## src/rtl/core/websocket_frame_receiver_defines.svh

```systemverilog
// assertion macros shared by the frame receiver files
`ifndef WEBSOCKET_FRAME_RECEIVER_DEFINES_SVH
`define WEBSOCKET_FRAME_RECEIVER_DEFINES_SVH

`ifndef SYNTHESIS

// checked on aclk, switched off while aresetn is low
`define WSFR_ASSERT(lbl, prop) \
    lbl: assert property (@(posedge aclk) disable iff (!aresetn) prop) \
    else $error("wsfr assertion failed");

// checked on aclk at every edge, reset included
`define WSFR_ASSERT_ALWAYS(lbl, prop) \
    lbl: assert property (@(posedge aclk) prop) \
    else $error("wsfr assertion failed");

`else

`define WSFR_ASSERT(lbl, prop)
`define WSFR_ASSERT_ALWAYS(lbl, prop)

`endif

`endif

```

## src/rtl/core/wsfr_pkg.sv

```systemverilog
package wsfr_pkg;

    // length handling
    localparam int LENGTH_BITS  = 63;
    localparam int LEN_ACC_BITS = 63;
    localparam logic [LEN_ACC_BITS-1:0] LEN_MAX =
        {LEN_ACC_BITS{1'b1}} >> (LEN_ACC_BITS - LENGTH_BITS);

    // queue between parser and output stage
    localparam int QUEUE_DEPTH = 2;
    localparam int QUEUE_AW    = (QUEUE_DEPTH > 1) ? $clog2(QUEUE_DEPTH) : 1;
    localparam int QUEUE_CW    = $clog2(QUEUE_DEPTH + 1);

    // opcodes
    localparam logic [3:0] OP_CONT   = 4'h0;
    localparam logic [3:0] OP_TEXT   = 4'h1;
    localparam logic [3:0] OP_BINARY = 4'h2;
    localparam logic [3:0] OP_CLOSE  = 4'h8;
    localparam logic [3:0] OP_PING   = 4'h9;
    localparam logic [3:0] OP_PONG   = 4'hA;

    // 7-bit length codes
    localparam logic [6:0] LEN7_CONTROL_MAX = 7'd125;
    localparam logic [6:0] LEN7_EXT16       = 7'd126;
    localparam logic [6:0] LEN7_EXT64       = 7'd127;

    // header byte masks
    localparam logic [7:0] HDR_RSV_MASK = 8'h70;

    // result kinds
    localparam logic [1:0] KIND_PAYLOAD = 2'd0;
    localparam logic [1:0] KIND_EMPTY   = 2'd1;
    localparam logic [1:0] KIND_ERROR   = 2'd2;

    // error codes
    localparam logic [2:0] ERR_NONE         = 3'd0;
    localparam logic [2:0] ERR_RESERVED     = 3'd1;
    localparam logic [2:0] ERR_CTRL_LONG    = 3'd2;
    localparam logic [2:0] ERR_MASK         = 3'd3;
    localparam logic [2:0] ERR_OPCODE       = 3'd4;
    localparam logic [2:0] ERR_CTRL_FRAG    = 3'd5;
    localparam logic [2:0] ERR_ORPHAN_CONT  = 3'd6;
    localparam logic [2:0] ERR_INTERLEAVED  = 3'd7;

    // one command from parser to output stage
    typedef struct packed {
        logic [1:0] kind;
        logic [7:0] raw_byte;
        logic [7:0] key_byte;
        logic [3:0] frame_opcode;
        logic [3:0] message_opcode;
        logic       final_fragment;
        logic       last_of_frame;
        logic       message_complete;
        logic [2:0] error_code;
        logic       close_seen;
    } cmd_t;

    // one finished result
    typedef struct packed {
        logic [1:0] out_kind;
        logic [7:0] data_byte;
        logic [3:0] frame_opcode;
        logic [3:0] message_opcode;
        logic       final_fragment;
        logic       last_of_frame;
        logic       message_complete;
        logic [2:0] error_code;
        logic       close_seen;
    } result_t;

    function automatic logic is_control(input logic [3:0] op);
        return (op == OP_CLOSE) || (op == OP_PING) || (op == OP_PONG);
    endfunction

endpackage

```

## src/rtl/core/wsfr_front.sv

```systemverilog
`include "websocket_frame_receiver_defines.svh"

module wsfr_front
    import wsfr_pkg::*;
(
    input  logic       aclk,
    input  logic       aresetn,
    input  logic       s_valid,
    output logic       s_ready,
    input  logic [7:0] s_rx_byte,
    input  logic       server_side,
    input  logic       q_full,
    output logic       push,
    output cmd_t       push_cmd
);

    typedef enum logic [5:0] {
        PH_HEAD0   = 6'b000001,
        PH_HEAD1   = 6'b000010,
        PH_LEN16   = 6'b000100,
        PH_LEN64   = 6'b001000,
        PH_MASK    = 6'b010000,
        PH_PAYLOAD = 6'b100000
    } phase_t;

    phase_t                    phase_reg, phase_next;
    logic [7:0]                first_byte_reg, first_byte_next;
    logic                      fin_reg, fin_next;
    logic [3:0]                code_reg, code_next;
    logic                      masked_reg, masked_next;
    logic [LEN_ACC_BITS-1:0]   acc_reg, acc_next;
    logic [LENGTH_BITS-1:0]    remaining_reg, remaining_next;
    logic                      len_zero_reg, len_zero_next;
    logic [2:0]                cnt_reg, cnt_next;
    logic [31:0]               key_reg, key_next;
    logic [1:0]                key_idx_reg, key_idx_next;
    logic                      msg_open_reg, msg_open_next;
    logic [3:0]                open_code_reg, open_code_next;
    logic                      close_reg, close_next;
    logic                      halted_reg, halted_next;

    logic                      accept;
    logic                      hdr_fin;
    logic [3:0]                hdr_code;
    logic                      hdr_masked;
    logic [6:0]                len7;
    logic [2:0]                hdr_err;
    logic [LEN_ACC_BITS-1:0]   acc_shift;
    logic [LENGTH_BITS-1:0]    len16_value;
    logic [LENGTH_BITS-1:0]    len64_value;
    logic [7:0]                key_byte;
    logic                      cur_fin;
    logic [3:0]                cur_code;
    logic                      cur_masked;
    logic                      frame_ends_msg;
    logic                      do_after_len;
    logic [LENGTH_BITS-1:0]    len_value;
    logic                      do_empty;
    logic                      do_close;
    logic                      last_byte;

    assign s_ready = !q_full;
    assign accept  = s_valid && s_ready;

    assign hdr_fin    = first_byte_reg[7];
    assign hdr_code   = first_byte_reg[3:0];
    assign hdr_masked = s_rx_byte[7];
    assign len7       = s_rx_byte[6:0];

    // header checks, lowest code wins
    always_comb begin
        if ((first_byte_reg & HDR_RSV_MASK) != 8'h00) begin
            hdr_err = ERR_RESERVED;
        end else if (hdr_code[3] && (len7 > LEN7_CONTROL_MAX)) begin
            hdr_err = ERR_CTRL_LONG;
        end else if (server_side != hdr_masked) begin
            hdr_err = ERR_MASK;
        end else if (!((hdr_code <= OP_BINARY) || is_control(hdr_code))) begin
            hdr_err = ERR_OPCODE;
        end else if (!hdr_fin && is_control(hdr_code)) begin
            hdr_err = ERR_CTRL_FRAG;
        end else if (!msg_open_reg && (hdr_code == OP_CONT)) begin
            hdr_err = ERR_ORPHAN_CONT;
        end else if (msg_open_reg && ((hdr_code == OP_TEXT) || (hdr_code == OP_BINARY))) begin
            hdr_err = ERR_INTERLEAVED;
        end else begin
            hdr_err = ERR_NONE;
        end
    end

    assign acc_shift   = {acc_reg[LEN_ACC_BITS-9:0], s_rx_byte};
    assign len16_value = LENGTH_BITS'(acc_shift[15:0]);
    assign len64_value = (acc_shift > LEN_MAX) ? LENGTH_BITS'(LEN_MAX)
                                               : LENGTH_BITS'(acc_shift);

    always_comb begin
        case (key_idx_reg)
            2'd0:    key_byte = key_reg[31:24];
            2'd1:    key_byte = key_reg[23:16];
            2'd2:    key_byte = key_reg[15:8];
            default: key_byte = key_reg[7:0];
        endcase
    end

    // header fields take effect on the second header byte
    assign cur_fin        = (phase_reg == PH_HEAD1) ? hdr_fin : fin_reg;
    assign cur_code       = (phase_reg == PH_HEAD1) ? hdr_code : code_reg;
    assign cur_masked     = (phase_reg == PH_HEAD1) ? hdr_masked : masked_reg;
    assign frame_ends_msg = cur_fin && (cur_code <= OP_BINARY);
    assign last_byte      = (remaining_reg == LENGTH_BITS'(1));

    always_comb begin
        phase_next      = phase_reg;
        first_byte_next = first_byte_reg;
        fin_next        = fin_reg;
        code_next       = code_reg;
        masked_next     = masked_reg;
        acc_next        = acc_reg;
        remaining_next  = remaining_reg;
        len_zero_next   = len_zero_reg;
        cnt_next        = cnt_reg;
        key_next        = key_reg;
        key_idx_next    = key_idx_reg;
        msg_open_next   = msg_open_reg;
        open_code_next  = open_code_reg;
        close_next      = close_reg;
        halted_next     = halted_reg;
        do_after_len    = 1'b0;
        len_value       = '0;
        do_empty        = 1'b0;
        do_close        = 1'b0;
        push            = 1'b0;

        push_cmd.kind             = KIND_PAYLOAD;
        push_cmd.raw_byte         = s_rx_byte;
        push_cmd.key_byte         = key_byte;
        push_cmd.frame_opcode     = cur_code;
        push_cmd.message_opcode   = msg_open_reg ? open_code_reg : cur_code;
        push_cmd.final_fragment   = cur_fin;
        push_cmd.last_of_frame    = 1'b0;
        push_cmd.message_complete = 1'b0;
        push_cmd.error_code       = ERR_NONE;
        push_cmd.close_seen       = close_reg;

        if (accept && !halted_reg) begin
            case (phase_reg)
                PH_HEAD0: begin
                    first_byte_next = s_rx_byte;
                    phase_next      = PH_HEAD1;
                end
                PH_HEAD1: begin
                    fin_next    = hdr_fin;
                    code_next   = hdr_code;
                    masked_next = hdr_masked;
                    if ((hdr_err == ERR_CTRL_LONG) && (hdr_code == OP_CLOSE)) begin
                        close_next = 1'b1;
                    end
                    if (hdr_err != ERR_NONE) begin
                        halted_next         = 1'b1;
                        push                = 1'b1;
                        push_cmd.kind       = KIND_ERROR;
                        push_cmd.error_code = hdr_err;
                        push_cmd.close_seen = close_next;
                    end else begin
                        key_next     = '0;
                        key_idx_next = '0;
                        acc_next     = '0;
                        cnt_next     = '0;
                        if (len7 == LEN7_EXT16) begin
                            phase_next = PH_LEN16;
                        end else if (len7 == LEN7_EXT64) begin
                            phase_next = PH_LEN64;
                        end else begin
                            do_after_len = 1'b1;
                            len_value    = LENGTH_BITS'(len7);
                        end
                    end
                end
                PH_LEN16: begin
                    acc_next = acc_shift;
                    if (cnt_reg >= 3'd1) begin
                        do_after_len = 1'b1;
                        len_value    = len16_value;
                    end else begin
                        cnt_next = cnt_reg + 3'd1;
                    end
                end
                PH_LEN64: begin
                    acc_next = acc_shift;
                    if (cnt_reg >= 3'd7) begin
                        do_after_len = 1'b1;
                        len_value    = len64_value;
                    end else begin
                        cnt_next = cnt_reg + 3'd1;
                    end
                end
                PH_MASK: begin
                    key_next = {key_reg[23:0], s_rx_byte};
                    if (cnt_reg >= 3'd3) begin
                        cnt_next   = '0;
                        phase_next = PH_PAYLOAD;
                        do_empty   = len_zero_reg;
                    end else begin
                        cnt_next = cnt_reg + 3'd1;
                    end
                end
                PH_PAYLOAD: begin
                    push                      = 1'b1;
                    push_cmd.last_of_frame    = last_byte;
                    push_cmd.message_complete = last_byte && frame_ends_msg;
                    key_idx_next              = key_idx_reg + 2'd1;
                    remaining_next            = remaining_reg - LENGTH_BITS'(1);
                    do_close                  = last_byte;
                end
                default: begin
                    phase_next = PH_HEAD0;
                end
            endcase
        end

        if (do_after_len) begin
            cnt_next       = '0;
            remaining_next = len_value;
            len_zero_next  = (len_value == '0);
            if (cur_masked) begin
                phase_next = PH_MASK;
            end else begin
                phase_next = PH_PAYLOAD;
                do_empty   = (len_value == '0);
            end
        end

        if (do_empty) begin
            push                      = 1'b1;
            push_cmd.kind             = KIND_EMPTY;
            push_cmd.last_of_frame    = 1'b1;
            push_cmd.message_complete = frame_ends_msg;
            do_close                  = 1'b1;
        end

        if (do_close) begin
            if (!cur_fin && ((cur_code == OP_TEXT) || (cur_code == OP_BINARY))) begin
                msg_open_next  = 1'b1;
                open_code_next = cur_code;
            end else if (frame_ends_msg) begin
                msg_open_next  = 1'b0;
                open_code_next = OP_CONT;
            end
            phase_next = PH_HEAD0;
            cnt_next   = '0;
        end
    end

    always_ff @(posedge aclk) begin
        if (!aresetn) begin
            phase_reg      <= PH_HEAD0;
            first_byte_reg <= '0;
            fin_reg        <= 1'b0;
            code_reg       <= '0;
            masked_reg     <= 1'b0;
            acc_reg        <= '0;
            remaining_reg  <= '0;
            len_zero_reg   <= 1'b1;
            cnt_reg        <= '0;
            key_reg        <= '0;
            key_idx_reg    <= '0;
            msg_open_reg   <= 1'b0;
            open_code_reg  <= '0;
            close_reg      <= 1'b0;
            halted_reg     <= 1'b0;
        end else begin
            phase_reg      <= phase_next;
            first_byte_reg <= first_byte_next;
            fin_reg        <= fin_next;
            code_reg       <= code_next;
            masked_reg     <= masked_next;
            acc_reg        <= acc_next;
            remaining_reg  <= remaining_next;
            len_zero_reg   <= len_zero_next;
            cnt_reg        <= cnt_next;
            key_reg        <= key_next;
            key_idx_reg    <= key_idx_next;
            msg_open_reg   <= msg_open_next;
            open_code_reg  <= open_code_next;
            close_reg      <= close_next;
            halted_reg     <= halted_next;
        end
    end

    // once halted, only reset clears it
    `WSFR_ASSERT(a_halt_sticky, halted_reg |=> halted_reg)
    // an error report always halts the parser
    `WSFR_ASSERT(a_error_halts, (push && (push_cmd.kind == KIND_ERROR)) |=> halted_reg)
    // nothing leaves a halted parser
    `WSFR_ASSERT(a_silent_when_halted, halted_reg |-> !push)

endmodule

```

## src/rtl/core/wsfr_queue.sv

```systemverilog
`include "websocket_frame_receiver_defines.svh"

module wsfr_queue
    import wsfr_pkg::*;
(
    input  logic aclk,
    input  logic aresetn,
    input  logic push,
    input  cmd_t push_cmd,
    input  logic pop,
    output logic full,
    output logic head_valid,
    output cmd_t head_cmd
);

    cmd_t                entry_reg [QUEUE_DEPTH];
    logic [QUEUE_AW-1:0] wr_ptr_reg, wr_ptr_next;
    logic [QUEUE_AW-1:0] rd_ptr_reg, rd_ptr_next;
    logic [QUEUE_CW-1:0] count_reg, count_next;
    logic                do_push;
    logic                do_pop;

    assign full       = (count_reg == QUEUE_CW'(QUEUE_DEPTH));
    assign head_valid = (count_reg != '0);
    assign head_cmd   = entry_reg[rd_ptr_reg];
    assign do_push    = push && !full;
    assign do_pop     = pop && head_valid;

    always_comb begin
        wr_ptr_next = wr_ptr_reg;
        rd_ptr_next = rd_ptr_reg;
        count_next  = count_reg;
        if (do_push) begin
            wr_ptr_next = (wr_ptr_reg == QUEUE_AW'(QUEUE_DEPTH - 1)) ? '0
                                                                      : wr_ptr_reg + 1'b1;
        end
        if (do_pop) begin
            rd_ptr_next = (rd_ptr_reg == QUEUE_AW'(QUEUE_DEPTH - 1)) ? '0
                                                                      : rd_ptr_reg + 1'b1;
        end
        case ({do_push, do_pop})
            2'b10:   count_next = count_reg + 1'b1;
            2'b01:   count_next = count_reg - 1'b1;
            default: count_next = count_reg;
        endcase
    end

    always_ff @(posedge aclk) begin
        if (!aresetn) begin
            wr_ptr_reg <= '0;
            rd_ptr_reg <= '0;
            count_reg  <= '0;
        end else begin
            wr_ptr_reg <= wr_ptr_next;
            rd_ptr_reg <= rd_ptr_next;
            count_reg  <= count_next;
        end
    end

    always_ff @(posedge aclk) begin
        if (do_push) begin
            entry_reg[wr_ptr_reg] <= push_cmd;
        end
    end

    // the parser must never offer a command to a full queue
    `WSFR_ASSERT(a_no_overflow, push |-> !full)
    // fill level stays within the queue
    `WSFR_ASSERT(a_count_bound, count_reg <= QUEUE_CW'(QUEUE_DEPTH))

endmodule

```

## src/rtl/core/wsfr_back.sv

```systemverilog
`include "websocket_frame_receiver_defines.svh"

module wsfr_back
    import wsfr_pkg::*;
(
    input  logic       aclk,
    input  logic       aresetn,
    input  logic       q_valid,
    input  cmd_t       q_cmd,
    output logic       q_pop,
    output logic       m_valid,
    input  logic       m_ready,
    output logic [1:0] m_out_kind,
    output logic [7:0] m_data_byte,
    output logic [3:0] m_frame_opcode,
    output logic [3:0] m_message_opcode,
    output logic       m_final_fragment,
    output logic       m_last_of_frame,
    output logic       m_message_complete,
    output logic [2:0] m_error_code,
    output logic       m_close_seen
);

    logic    out_valid_reg, out_valid_next;
    result_t result_reg;
    result_t result_next;

    assign q_pop = q_valid && (!out_valid_reg || m_ready);

    // unmask payload bytes, zero data on the other kinds
    always_comb begin
        result_next.out_kind         = q_cmd.kind;
        result_next.data_byte        = (q_cmd.kind == KIND_PAYLOAD)
                                       ? (q_cmd.raw_byte ^ q_cmd.key_byte) : 8'h00;
        result_next.frame_opcode     = q_cmd.frame_opcode;
        result_next.message_opcode   = q_cmd.message_opcode;
        result_next.final_fragment   = q_cmd.final_fragment;
        result_next.last_of_frame    = q_cmd.last_of_frame;
        result_next.message_complete = q_cmd.message_complete;
        result_next.error_code       = q_cmd.error_code;
        result_next.close_seen       = q_cmd.close_seen;
    end

    always_comb begin
        out_valid_next = out_valid_reg;
        if (q_pop) begin
            out_valid_next = 1'b1;
        end else if (m_ready) begin
            out_valid_next = 1'b0;
        end
    end

    always_ff @(posedge aclk) begin
        if (!aresetn) begin
            out_valid_reg <= 1'b0;
        end else begin
            out_valid_reg <= out_valid_next;
        end
    end

    always_ff @(posedge aclk) begin
        if (q_pop) begin
            result_reg <= result_next;
        end
    end

    assign m_valid            = out_valid_reg;
    assign m_out_kind         = result_reg.out_kind;
    assign m_data_byte        = result_reg.data_byte;
    assign m_frame_opcode     = result_reg.frame_opcode;
    assign m_message_opcode   = result_reg.message_opcode;
    assign m_final_fragment   = result_reg.final_fragment;
    assign m_last_of_frame    = result_reg.last_of_frame;
    assign m_message_complete = result_reg.message_complete;
    assign m_error_code       = result_reg.error_code;
    assign m_close_seen       = result_reg.close_seen;

    // only payload results carry a data byte
    `WSFR_ASSERT(a_data_zero,
        (out_valid_reg && (result_reg.out_kind != KIND_PAYLOAD)) |-> (result_reg.data_byte == 8'h00))

endmodule

```

## src/rtl/core/websocket_frame_receiver.sv

```systemverilog
// WebSocket frame receiver: takes the raw byte stream of a connection after the opening
// handshake, one byte per s_ transfer, parses each frame header (FIN, opcode, mask bit,
// 7/16/64-bit big-endian length, 4-byte masking key) and hands out every payload byte
// unmasked on the m_ channel together with its frame opcode, the opcode of the open
// fragmented message, FIN and end-of-frame / end-of-message flags. A frame with no payload
// gives a single "empty frame" result on the byte that ends its header. Header bytes give
// no result. Protocol violations (reserved bits, long or fragmented control frames, mask
// bit wrong for the side, reserved opcodes, continuation/data ordering) are reported once
// as an error result; the receiver then swallows every further byte silently until reset.
// server_side (reset 1) is written through the cfg_ channel, which is always ready, and is
// only looked at on the second header byte. One byte is taken per cycle sustained; a
// result passes from the parser through the two-entry queue into the output register on m_,
// and s_ready drops only when the queue is full because m_ready has been held low.

module websocket_frame_receiver
    import wsfr_pkg::*;
(
    input  logic       aclk,
    input  logic       aresetn,

    // configuration write channel
    input  logic       cfg_valid,
    output logic       cfg_ready,
    input  logic       cfg_server_side,

    // received byte stream
    input  logic       s_valid,
    output logic       s_ready,
    input  logic [7:0] s_rx_byte,

    // result stream
    output logic       m_valid,
    input  logic       m_ready,
    output logic [1:0] m_out_kind,
    output logic [7:0] m_data_byte,
    output logic [3:0] m_frame_opcode,
    output logic [3:0] m_message_opcode,
    output logic       m_final_fragment,
    output logic       m_last_of_frame,
    output logic       m_message_complete,
    output logic [2:0] m_error_code,
    output logic       m_close_seen
);

    logic server_side_reg;
    logic server_side_next;

    // parser to queue
    logic push;
    cmd_t push_cmd;
    logic q_full;

    // queue to output stage
    logic q_valid;
    cmd_t q_cmd;
    logic q_pop;

    // the side register takes a write in any cycle
    assign cfg_ready        = 1'b1;
    assign server_side_next = (cfg_valid && cfg_ready) ? cfg_server_side : server_side_reg;

    always_ff @(posedge aclk) begin
        if (!aresetn) begin
            server_side_reg <= 1'b1;
        end else begin
            server_side_reg <= server_side_next;
        end
    end

    // front: byte-by-byte header parse, checks and payload tagging
    wsfr_front u_front (
        .aclk        (aclk),
        .aresetn     (aresetn),
        .s_valid     (s_valid),
        .s_ready     (s_ready),
        .s_rx_byte   (s_rx_byte),
        .server_side (server_side_reg),
        .q_full      (q_full),
        .push        (push),
        .push_cmd    (push_cmd)
    );

    // short queue so a stalled consumer does not stop the parser at once
    wsfr_queue u_queue (
        .aclk       (aclk),
        .aresetn    (aresetn),
        .push       (push),
        .push_cmd   (push_cmd),
        .pop        (q_pop),
        .full       (q_full),
        .head_valid (q_valid),
        .head_cmd   (q_cmd)
    );

    // back: unmasking and the registered result transfer
    wsfr_back u_back (
        .aclk               (aclk),
        .aresetn            (aresetn),
        .q_valid            (q_valid),
        .q_cmd              (q_cmd),
        .q_pop              (q_pop),
        .m_valid            (m_valid),
        .m_ready            (m_ready),
        .m_out_kind         (m_out_kind),
        .m_data_byte        (m_data_byte),
        .m_frame_opcode     (m_frame_opcode),
        .m_message_opcode   (m_message_opcode),
        .m_final_fragment   (m_final_fragment),
        .m_last_of_frame    (m_last_of_frame),
        .m_message_complete (m_message_complete),
        .m_error_code       (m_error_code),
        .m_close_seen       (m_close_seen)
    );

endmodule
```

## config.mk

```make
export PLATFORM = sky130hd
export DESIGN_NAME = websocket_frame_receiver
export DESIGN_NICKNAME = d
export VERILOG_FILES = /design/src/rtl/core/wsfr_pkg.sv /design/src/rtl/core/wsfr_front.sv /design/src/rtl/core/wsfr_queue.sv /design/src/rtl/core/wsfr_back.sv /design/src/rtl/core/websocket_frame_receiver.sv
export VERILOG_INCLUDE_DIRS = /design/src /design/src/rtl/core
export SDC_FILE = /design/constraint.sdc
export NUM_CORES = 1
export LEC_CHECK = 0
export CAP_MARGIN = 15
export CORE_ASPECT_RATIO = 1.75
export CORE_MARGIN = 4
export CORE_UTILIZATION = 35
export DETAILED_ROUTE_END_ITERATION = 8
export DONT_BUFFER_PORTS = 1
export PLACE_DENSITY = 0.48
export SYNTH_ARGS = -nofsm -noshare
export SYNTH_HDL_FRONTEND = slang
export SYNTH_SLANG_ARGS = --single-unit
```

## constraint.sdc

```tcl
create_clock -name aclk -period 4.5 [get_ports aclk]
set_input_delay 0.225 -clock aclk [delete_from_list [all_inputs] [get_ports aclk]]
set_output_delay 0.225 -clock aclk [all_outputs]
set_load 0.01 [all_outputs]
```

==> flow_summary.json, run 1 <==
{
  "p_total_mw": 5.996,
  "layout_setup_ws_ps": 850.1,
  "dieHeight_um": 259.6,
  "synth_top_cell_by_area": "dfxtp_1",
  "drtIter0Drc": 646,
  "clkSlewWorstSetupHoldPaths_ps": 70,
  "path_common_cell": "ha_1",
  "clockBufferDepth": 3,
  "floorplan.core_area_sq_um": 35520,
  "grt_pass1_wl_mm": 58.28,
  "die_w_um": 151.8,
  "drt-wirelength-per-cell_um": 20.94,
  "max_freq_ghz": 0.2740,
  "synth_seq_area_share_pct": 51.64,
  "stdcell_area_sq_um": 14160,
  "cp.arrival_ps": 4120,
  "dr_total_vias": 10144,
  "synth_edf_count": 91,
  "dp_worst_setup_slack_ps": 892.3,
  "cts_num_sinks": 281,
  "route.detailed.drc": 0,
  "fin_crit_sh_pct": 81.11,
  "num-nets-final": 1308,
  "cts_setup_buffers": 0,
  "clockRootBuffer": "clkbuf_16",
  "synth_area_leaders": "dfxtp_1 (30%), edfxtp_1 (22%), a22oi_1 (5.3%)",
  "overflow": 0,
  "critical_path.cell_chain": "ha_1 -> ha_1 -> a31oi_1 -> o22ai_1 -> and3_1 -> a41oi_2 -> o31a_1 -> inv_1 -> nor3_1 -> ha_1 -> or3_1 -> a21oi_1",
  "fin_tns_setup_ps": 0,
  "start_util_pct": 35.63,
  "syn-instance-count": 1310,
  "diodes": 0,
  "syn_area_sq_um": 12660,
  "layout-drive-gt1-share_pct": 9.739,
  "finalSetupViolCount": 0,
  "powerDensity_nw_per_um2": 423.4,
  "drv_slew": 0,
  "synthDistinctLibCells": 75,
  "ant_nets": 0,
  "numPortBuffers": 0,
  "vias_per_cell": 5.734,
  "first_pass_iters": 5,
  "synth_nets": 1335,
  "ys_seq_elements": 281,
  "io_pins": 42,
  "finalHoldViolCount": 0,
  "hold_buffers": 12,
  "yosysWarnings": 0,
  "std_cell_rows": 91,
  "worst_setup_path_end_kind": "flop",
  "routabilityCongestion": 0.8390,
  "crit_buf_inv": 1,
  "drv_cap": 0,
  "hold_start": "s_rx_byte[1]",
  "cts_resized": 0,
  "rsz0062_at_grt": "no",
  "fin_skew_ps": 12.23,
  "grt_max_degree": 96,
  "numCtsBuffers": 27,
  "p_leak_nw": 4.975,
  "outcome": "finished, final reports clean",
  "synthFlopType": "dfxtp_1",
  "finalCriticalPeriod_ps": 3650,
  "cp-startpoint": "u_front.cnt_reg[0]",
  "worstPathMaxFanout": 19,
  "cp_top_family": "simple AND/OR/NAND/NOR gates",
  "worst_slew_pin_slew_ps": 1049,
  "min_path_type": "input pin to flop",
  "largest_reg_flops": 66,
  "fillers": 3584,
  "finalWirelength_mm": 37.04,
  "dpl-instance-area_sq_um": 13110,
  "crit_type": "flop to flop",
  "slowest_delay_ps": 470,
  "async_flop_share_pct": 0,
  "die_area_sq_um": 39390,
  "grt_use_total_pct": 18.79,
  "vdd_drop_max_mv": 0.2150,
  "htree_levels": 1,
  "dp_hpwl_mm": 24.23,
  "synth_top_area_share_pct": 30.05,
  "syn2layout_area_growth_pct": 11.90,
  "required_ps": 4970,
  "worst_setup_path_start_kind": "flop",
  "holdWs_ps": 68.33,
  "slowest_stage": "and3_1",
  "worstReg2RegStart": "u_front.cnt_reg[0]",
  "maxSlewHeadroom_pct": 29.43,
  "cts_tree": "built",
  "grt_pass1_vias": 10087,
  "antenna_found_initial": 1,
  "insertion_delay_ps": 550,
  "syn_avg_cell_area_sq_um": 9.662
}
[layout by cell type, fill, tap and decap left out, types with 27 or more instances in the layout]
cell       count
a31oi_1       32
dfxtp_1      190
mux2_2        27
nor3_1        72
nor2_1       167
a21oi_1      116
a22oi_1       89
clkbuf_16     27
edfxtp_1      91
nand2_1       79
[cells in the mapped netlist, drive strengths merged, types with 4 or more instances]
| cell type | n |
|---|---|
| a211oi | 26 |
| a21o | 23 |
| a21oi | 117 |
| a222oi | 8 |
| a22o | 13 |
| a22oi | 89 |
| a31oi | 32 |
| a41o | 5 |
| a41oi | 7 |
| and2 | 8 |
| and3 | 8 |
| and4 | 4 |
| buf | 19 |
| clkbuf | 71 |
| dfxtp | 190 |
| edfxtp | 91 |
| ha | 11 |
| inv | 23 |
| mux2 | 27 |
| mux2i | 17 |
| nand2 | 81 |
| nand2b | 8 |
| nand3 | 14 |
| nand4 | 7 |
| nor2 | 169 |
| nor2b | 4 |
| nor3 | 74 |
| nor3b | 6 |
| nor4 | 29 |
| nor4b | 4 |
| o21ai | 15 |
| o31ai | 8 |
| or2 | 4 |
| or3 | 16 |
| or4 | 9 |
| xnor2 | 15 |
| xor2 | 16 |
[per-layer routing]
| layer | part of all wire [%] | track usage (%) | wire, um | vias up |
|---|---|---|---|---|
| li1 | - | - | - | 4856 |
| met2 | 53 | 34.78 | 19650 | 223 |
| met5 | 0.035 | 0 | 13 | - |
| met3 | 3.9 | 2.376 | 1426 | 85 |
| met1 | 38 | 20.73 | 14170 | 4978 |
| met4 | 4.8 | 9.095 | 1783 | 2 |
[worst paths after layout]
| check | to | slack [ps] | cells past startpoint |
|---|---|---|---|
| max | u_queue.count_reg[1] | 850 | 12 |
| max reg2reg | u_queue.count_reg[1] | 850 | 12 |
| min | u_front.phase_reg[2] | 70 | 4 |
| min reg2reg | u_front.open_code_reg[2] | 450 | 1 |
[kinds of logic after synthesis]
group | count (synthesis) | synth area share (%)
AOI/OAI and AO/OA | 376 | 20.30
xor gates and xnor gates | 31 | 2.145
adders and majority gates | 11 | 1.087
buffers and inverters | 113 | 3.549
DFF | 281 | 51.64
muxes | 44 | 3.747
other | 1 | 0.02963
and+or+nand+nor | 453 | 17.50
[metrics by stage]
stage,cells,util (%)
after floorplan,1310,-
after detailed placement,1707,36.92
after global routing,1769,39.87
after CTS,1769,39.87
after global placement,1707,36.92
final,1769,39.87
[worst register-to-register path, delay by kind of cell (launching register included)]
family | cells | cell delay, ps
and+or+nand+nor | 3 | 1270
AOI/OAI and AO/OA | 5 | 1080
adders and majority gates | 3 | 770
DFF | 1 | 370
buffers and inverters | 1 | 100
[power breakdown]
part	switching (mW)	internal [mW]	total (mW)
sequential	0.104	2.78	2.88
combinational	0.461	0.271	0.732
clock	1.03	1.36	2.38
total	1.59	4.40	6.00
[area by class of cell]
| type | instances | area, sq um | area share [%] |
|---|---|---|---|
| Sequential cell | 281 | 6536 | 46.15 |
| Multi-Input combinational cell | 916 | 5717 | 40.36 |
| Clock buffer | 28 | 689.4 | 4.867 |
| Tap cell | 465 | 581.8 | 4.108 |
| Timing Repair Buffer | 34 | 310.3 | 2.191 |
| Clock inverter | 22 | 240.2 | 1.696 |
| Inverter | 23 | 88.84 | 0.6272 |
Power figures use the tool's default switching activity.
==> run 2, diff against run 1 <==
Settings changed: PLACE_DENSITY 0.48 to 0.5.
Clock period 4.5 ns to 3.3 ns, I/O delays scaled along.
==> flow_summary.json, run 2 (synthesis gave the netlist of run 1 again) <==
{
  "outcome": "finished, final reports clean",
  "grt_max_degree": 97,
  "clockBufferDepth": 3,
  "finalWirelength_mm": 37.32,
  "clockRootBuffer": "clkbuf_16",
  "p_total_mw": 8.194,
  "critical_path.cell_chain": "nor4_1 -> nand4_1 -> nor3_1 -> buf_4 -> o211ai_1 -> o31a_1 -> inv_1 -> nor3_1 -> ha_1 -> or3_1 -> a21oi_1",
  "stdcell_area_sq_um": 14560,
  "finalHoldViolCount": 0,
  "slowest_stage": "nor4_1",
  "numPortBuffers": 0,
  "drtIter0Drc": 763,
  "fin_tns_setup_ps": 0,
  "std_cell_rows": 91,
  "reg2reg_slack_ps": 170,
  "num-nets-final": 1359,
  "path_common_cell": "nor3_1",
  "fin_skew_ps": 17.27,
  "syn2layout_area_growth_pct": 15.05,
  "grt_pass1_wl_mm": 57.99,
  "max_freq_ghz": 0.3194,
  "grt_pass1_vias": 9934,
  "cts_setup_buffers": 0,
  "final_cell_mix": "dfxtp_1 (190), nor2_1 (167), a21oi_1 (116), edfxtp_1 (91), a22oi_1 (89)",
  "vdd_drop_max_mv": 0.2887,
  "worst_slew_pin_slew_ps": 876.0,
  "slowest_delay_ps": 590,
  "worst_setup_path_start_kind": "flop",
  "layout-drive-gt1-share_pct": 12.92,
  "largest_reg_flops": 66,
  "crit_type": "flop to flop",
  "insertion_delay_ps": 550,
  "powerDensity_nw_per_um2": 562.7,
  "dpl-instance-area_sq_um": 13550,
  "cp.arrival_ps": 3590,
  "first_pass_iters": 8,
  "p_leak_nw": 5.245,
  "cts_resized": 0,
  "antenna_found_initial": 1,
  "numCtsBuffers": 26,
  "dieHeight_um": 259.6,
  "overflow": 0,
  "fin_crit_sh_pct": 94.86,
  "vias_per_cell": 5.662,
  "io_pins": 42,
  "cts_tree": "built",
  "dp_hpwl_mm": 24.44,
  "cts_num_sinks": 281,
  "final_util_pct": 40.99,
  "grt_use_total_pct": 18.78,
  "dr_total_vias": 10316,
  "dp.cells": 1760,
  "clkSlewWorstSetupHoldPaths_ps": 70,
  "final_common_cell": "dfxtp_1",
  "routabilityCongestion": 0.8484,
  "floorplan.core_area_sq_um": 35520,
  "worstPathMaxFanout": 5,
  "die_w_um": 151.8,
  "maxSlewHeadroom_pct": 41.41,
  "htree_levels": 1,
  "required_ps": 3760,
  "min_path_type": "input pin to flop",
  "rsz0062_at_grt": "no",
  "drv_cap": 0,
  "drt-wirelength-per-cell_um": 20.48,
  "die_area_sq_um": 39390,
  "start_util_pct": 35.63,
  "finalSetupViolCount": 0,
  "worst_setup_path_end_kind": "flop",
  "finalCriticalPeriod_ps": 3131,
  "ant_nets": 0,
  "route.detailed.drc": 0,
  "drv_slew": 0,
  "stdcell_count": 1822,
  "hold_buffers": 11
}
-- run 2: critical path, delay by kind of cell, from the launching register on --
| family | cells | cell delay, ps |
|---|---|---|
| and+or+nand+nor | 5 | 1510 |
| AOI/OAI and AO/OA | 3 | 620 |
| DFF | 1 | 360 |
| adders and majority gates | 1 | 310 |
| buffers and inverters | 2 | 250 |
-- run 2: final timing paths --
| check | startpoint | end | cells past startpoint |
|---|---|---|---|
| max | u_front.acc_reg[44] | u_queue.count_reg[1] | 11 |
| min | aresetn | u_front.acc_reg[50] | 3 |
| max reg2reg | u_front.acc_reg[44] | u_queue.count_reg[1] | 11 |
| min reg2reg | u_front.open_code_reg[3] | u_front.open_code_reg[3] | 1 |
-- run 2: cell type report --
| class | instances | area [sq um] |
|---|---|---|
| Fill cell | 3492 | 20960 |
| Sequential cell | 281 | 6536 |
| Multi-Input combinational cell | 916 | 5714 |
| Timing Repair Buffer | 86 | 735.7 |
| Clock buffer | 32 | 726.9 |
| Tap cell | 465 | 581.8 |
| Clock inverter | 16 | 170.2 |
| Inverter | 23 | 88.84 |
| Antenna cell | 3 | 7.507 |
-- run 2: routing by layer --
layer	vias up	routed length, um	GRT usage [%]	share of wire (%)
li1	4954	-	-	-
met1	5030	14110	21.17	38
met2	274	20760	36.08	56
met3	58	1430	1.747	3.8
met4	0	1026	6.347	2.7
met5	-	0	0	0
-- run 2: metrics by stage --
stage | setup WS [ps] | hold WS (ps)
after floorplan | -67.22 | 263.9
after global placement | 260.8 | 239.4
after detailed placement | 174.8 | 247.6
after CTS | 139.2 | 29.58
after global routing | 27.76 | 40.62
final | 169.5 | 1.362
-- run 2: power by group --
| group | leakage (nW) | switching (mW) | internal, mW |
|---|---|---|---|
| clock network | 0.455 | 1.37 | 1.81 |
| registers | 2.37 | 0.169 | 3.79 |
| logic | 2.42 | 0.623 | 0.433 |
==> run 3, diff against run 2 <==
Settings changed: ABC_AREA from default to 1.
==> flow_summary.json, run 3 <==
{
  "dr_total_vias": 11654,
  "stdcell_count": 2182,
  "clockBufferDepth": 3,
  "min_path_type": "input pin to flop",
  "seqPwrFrac_pct": 44.2,
  "floorplan.core_area_sq_um": 38390,
  "synthFlopType": "dfxtp_1",
  "std_cell_rows": 95,
  "finalSetupViolCount": 0,
  "synth_edf_count": 91,
  "grt_pass1_vias": 11333,
  "route.detailed.drc": 0,
  "worst_setup_path_start_kind": "flop",
  "drt-wirelength-per-cell_um": 20.05,
  "regArea_sq_um": 6536,
  "p_leak_nw": 6.362,
  "combinationalPowerShare_pct": 16.9,
  "finalHoldViolCount": 0,
  "clock_power_share_pct": 38.9,
  "synth_top_cell_by_area": "dfxtp_1",
  "finalCriticalPeriod_ps": 3019,
  "final_common_cell": "nand2_1",
  "cts_tree": "built",
  "vdd_drop_max_mv": 0.3474,
  "async_flop_share_pct": 0,
  "hold_start": "s_rx_byte[7]",
  "maxSlewHeadroom_pct": 31.79,
  "synth_area_leaders": "dfxtp_1 (28%), edfxtp_1 (20%), nand2_1 (9.2%)",
  "fillers": 3924,
  "largest_reg_flops": 66,
  "cp-startpoint": "u_front.cnt_reg[0]",
  "synthDistinctLibCells": 55,
  "syn_area_sq_um": 13570,
  "fin_crit_sh_pct": 91.49,
  "drv_cap": 0,
  "antenna_found_initial": 0,
  "die_w_um": 156.8,
  "start_util_pct": 35.33,
  "reg2reg_slack_ps": 280,
  "cts_num_sinks": 281,
  "layout-drive-gt1-share_pct": 9.193,
  "net-switching-power_mw": 2.773,
  "ant_nets": 0,
  "grt_use_total_pct": 20.46,
  "num-nets-final": 1700,
  "crit_type": "flop to flop",
  "final_cell_mix": "nand2_1 (332), dfxtp_1 (190), a21oi_1 (180), nor2_1 (161), inv_1 (124)",
  "clockRootBuffer": "clkbuf_16",
  "ys_seq_elements": 281,
  "intPower_mw": 6.540,
  "syn_avg_cell_area_sq_um": 8.089,
  "max_freq_ghz": 0.3312,
  "die_area_sq_um": 42100,
  "worstPathMaxFanout": 11,
  "clkSlewWorstSetupHoldPaths_ps": 70,
  "p_sw_share_pct": 29.78,
  "synth_seq_area_share_pct": 48.18,
  "final_util_pct": 39.91,
  "cp.arrival_ps": 3520,
  "diodes": 0,
  "required_ps": 3800,
  "syn2layout_area_growth_pct": 12.96,
  "synth_top_area_share_pct": 28.04,
  "powerDensity_nw_per_um2": 607.8,
  "dp.cells": 2117,
  "dieHeight_um": 268.4,
  "overflow": 0,
  "insertion_delay_ps": 570,
  "drtIter0Drc": 726,
  "syn-instance-count": 1677,
  "vias_per_cell": 5.341,
  "grt_pass1_wl_mm": 66.58,
  "synth_nets": 1702,
  "htree_levels": 1,
  "fin_skew_ps": 16.19,
  "finalWirelength_mm": 43.75,
  "ys_top_cells_by_count": "nand2_1 (334), dfxtp_1 (190), a21oi_1 (180), nor2_1 (162), inv_1 (125)",
  "first_pass_iters": 6,
  "drv_slew": 0,
  "routabilityCongestion": 0.9574,
  "synth.most_common_cell": "nand2_1",
  "numCtsBuffers": 28,
  "fin_tns_setup_ps": 0,
  "worstReg2RegStart": "u_front.cnt_reg[0]",
  "io_pins": 42,
  "numPortBuffers": 0,
  "worst_setup_path_end_kind": "flop",
  "grt_max_degree": 77,
  "yosysWarnings": 0,
  "outcome": "finished, final reports clean",
  "worst_slew_pin_slew_ps": 1022,
  "multiInputGateArea_sq_um": 6096,
  "rsz0062_at_grt": "no",
  "dp_hpwl_mm": 30.72,
  "p_total_mw": 9.314
}
[run 3: path summary, 6_finish.rpt]
path,to,cells after the start
setup / recovery,u_queue.count_reg[1],20
hold / removal,u_queue.entry_reg[1][3],3
setup reg to reg,u_queue.count_reg[1],20
hold reg to reg,u_front.open_code_reg[3],2
[run 3: layer usage]
metal  GRT usage [%]  routed length (um)
met1           21.51               15790
met2           37.12               22440
met3           1.895                1460
met4           15.63                4059
met5               0                   0
[run 3: area by class of cell]
cell class,instances,share of cell area (%)
multi-input combinational,1170,39.78
tap,485,3.960
timing repair buffer,57,3.446
inverter,137,3.372
clock inverter,21,2.000
sequential,281,42.66
clock buffer,31,4.785
[run 3: stage by stage]
step	setup WS (ps)	area (sq um)	hold WS [ps]
after detailed placement	173.2	14130	265.4
after global routing	21.74	15320	80.91
final	281.0	15320	71.70
after global placement	173.0	14130	265.2
after CTS	140.2	15320	45.82
after floorplan	304.6	13570	263.9
[run 3: kinds of logic (layout without fill, tap and decap cells)]
kind of cell / count (synthesis) / after routing / synth area share (%)
and+or+nand+nor: 708 / 708 / 23.27
AOI/OAI and AO/OA: 386 / 386 / 16.35
DFF: 281 / 281 / 48.18
buffers and inverters: 226 / 246 / 7.010
xor gates and xnor gates: 63 / 63 / 4.068
adders and majority gates: 11 / 11 / 1.015
other: 1 / 1 / 0.02764
muxes: 1 / 1 / 0.07379
[run 3: critical path, stage by stage, from the launching register on]
cell	delay, ps
dfxtp_1	370
ha_1	250
ha_1	190
inv_1	70
nand2_1	90
nand2_2	120
nand2_2	160
o211ai_1	130
nand3_1	90
nor2_1	120
nand2_1	80
nor2_2	210
nand4_4	180
nand3b_2	150
inv_2	50
ha_1	260
inv_1	80
nand2_1	50
nor2_1	110
o21ai_0	80
a21oi_1	120
[run 3: power groups by stage]
stage / logic (mW) / registers, mW / clock network [mW]
floorplan: 1.12 / 4.15 / 0
global placement: 1.53 / 4.19 / 0
detailed placement: 1.55 / 4.20 / 0
CTS: 1.60 / 4.12 / 3.71
global route: 1.77 / 4.15 / 3.85
finish: 1.58 / 4.11 / 3.63
[run 3: what timing repair did]
| item | 4_1_cts | 5_1_grt |
|---|---|---|
| gates resized for setup | 0 | 1 |
| endpoints found under the hold margin | 114 | 0 |
| buffers inserted | 0 | 0 |
| endpoints found under the setup margin | 0 | 1 |
| hold buffers | 13 | 0 |
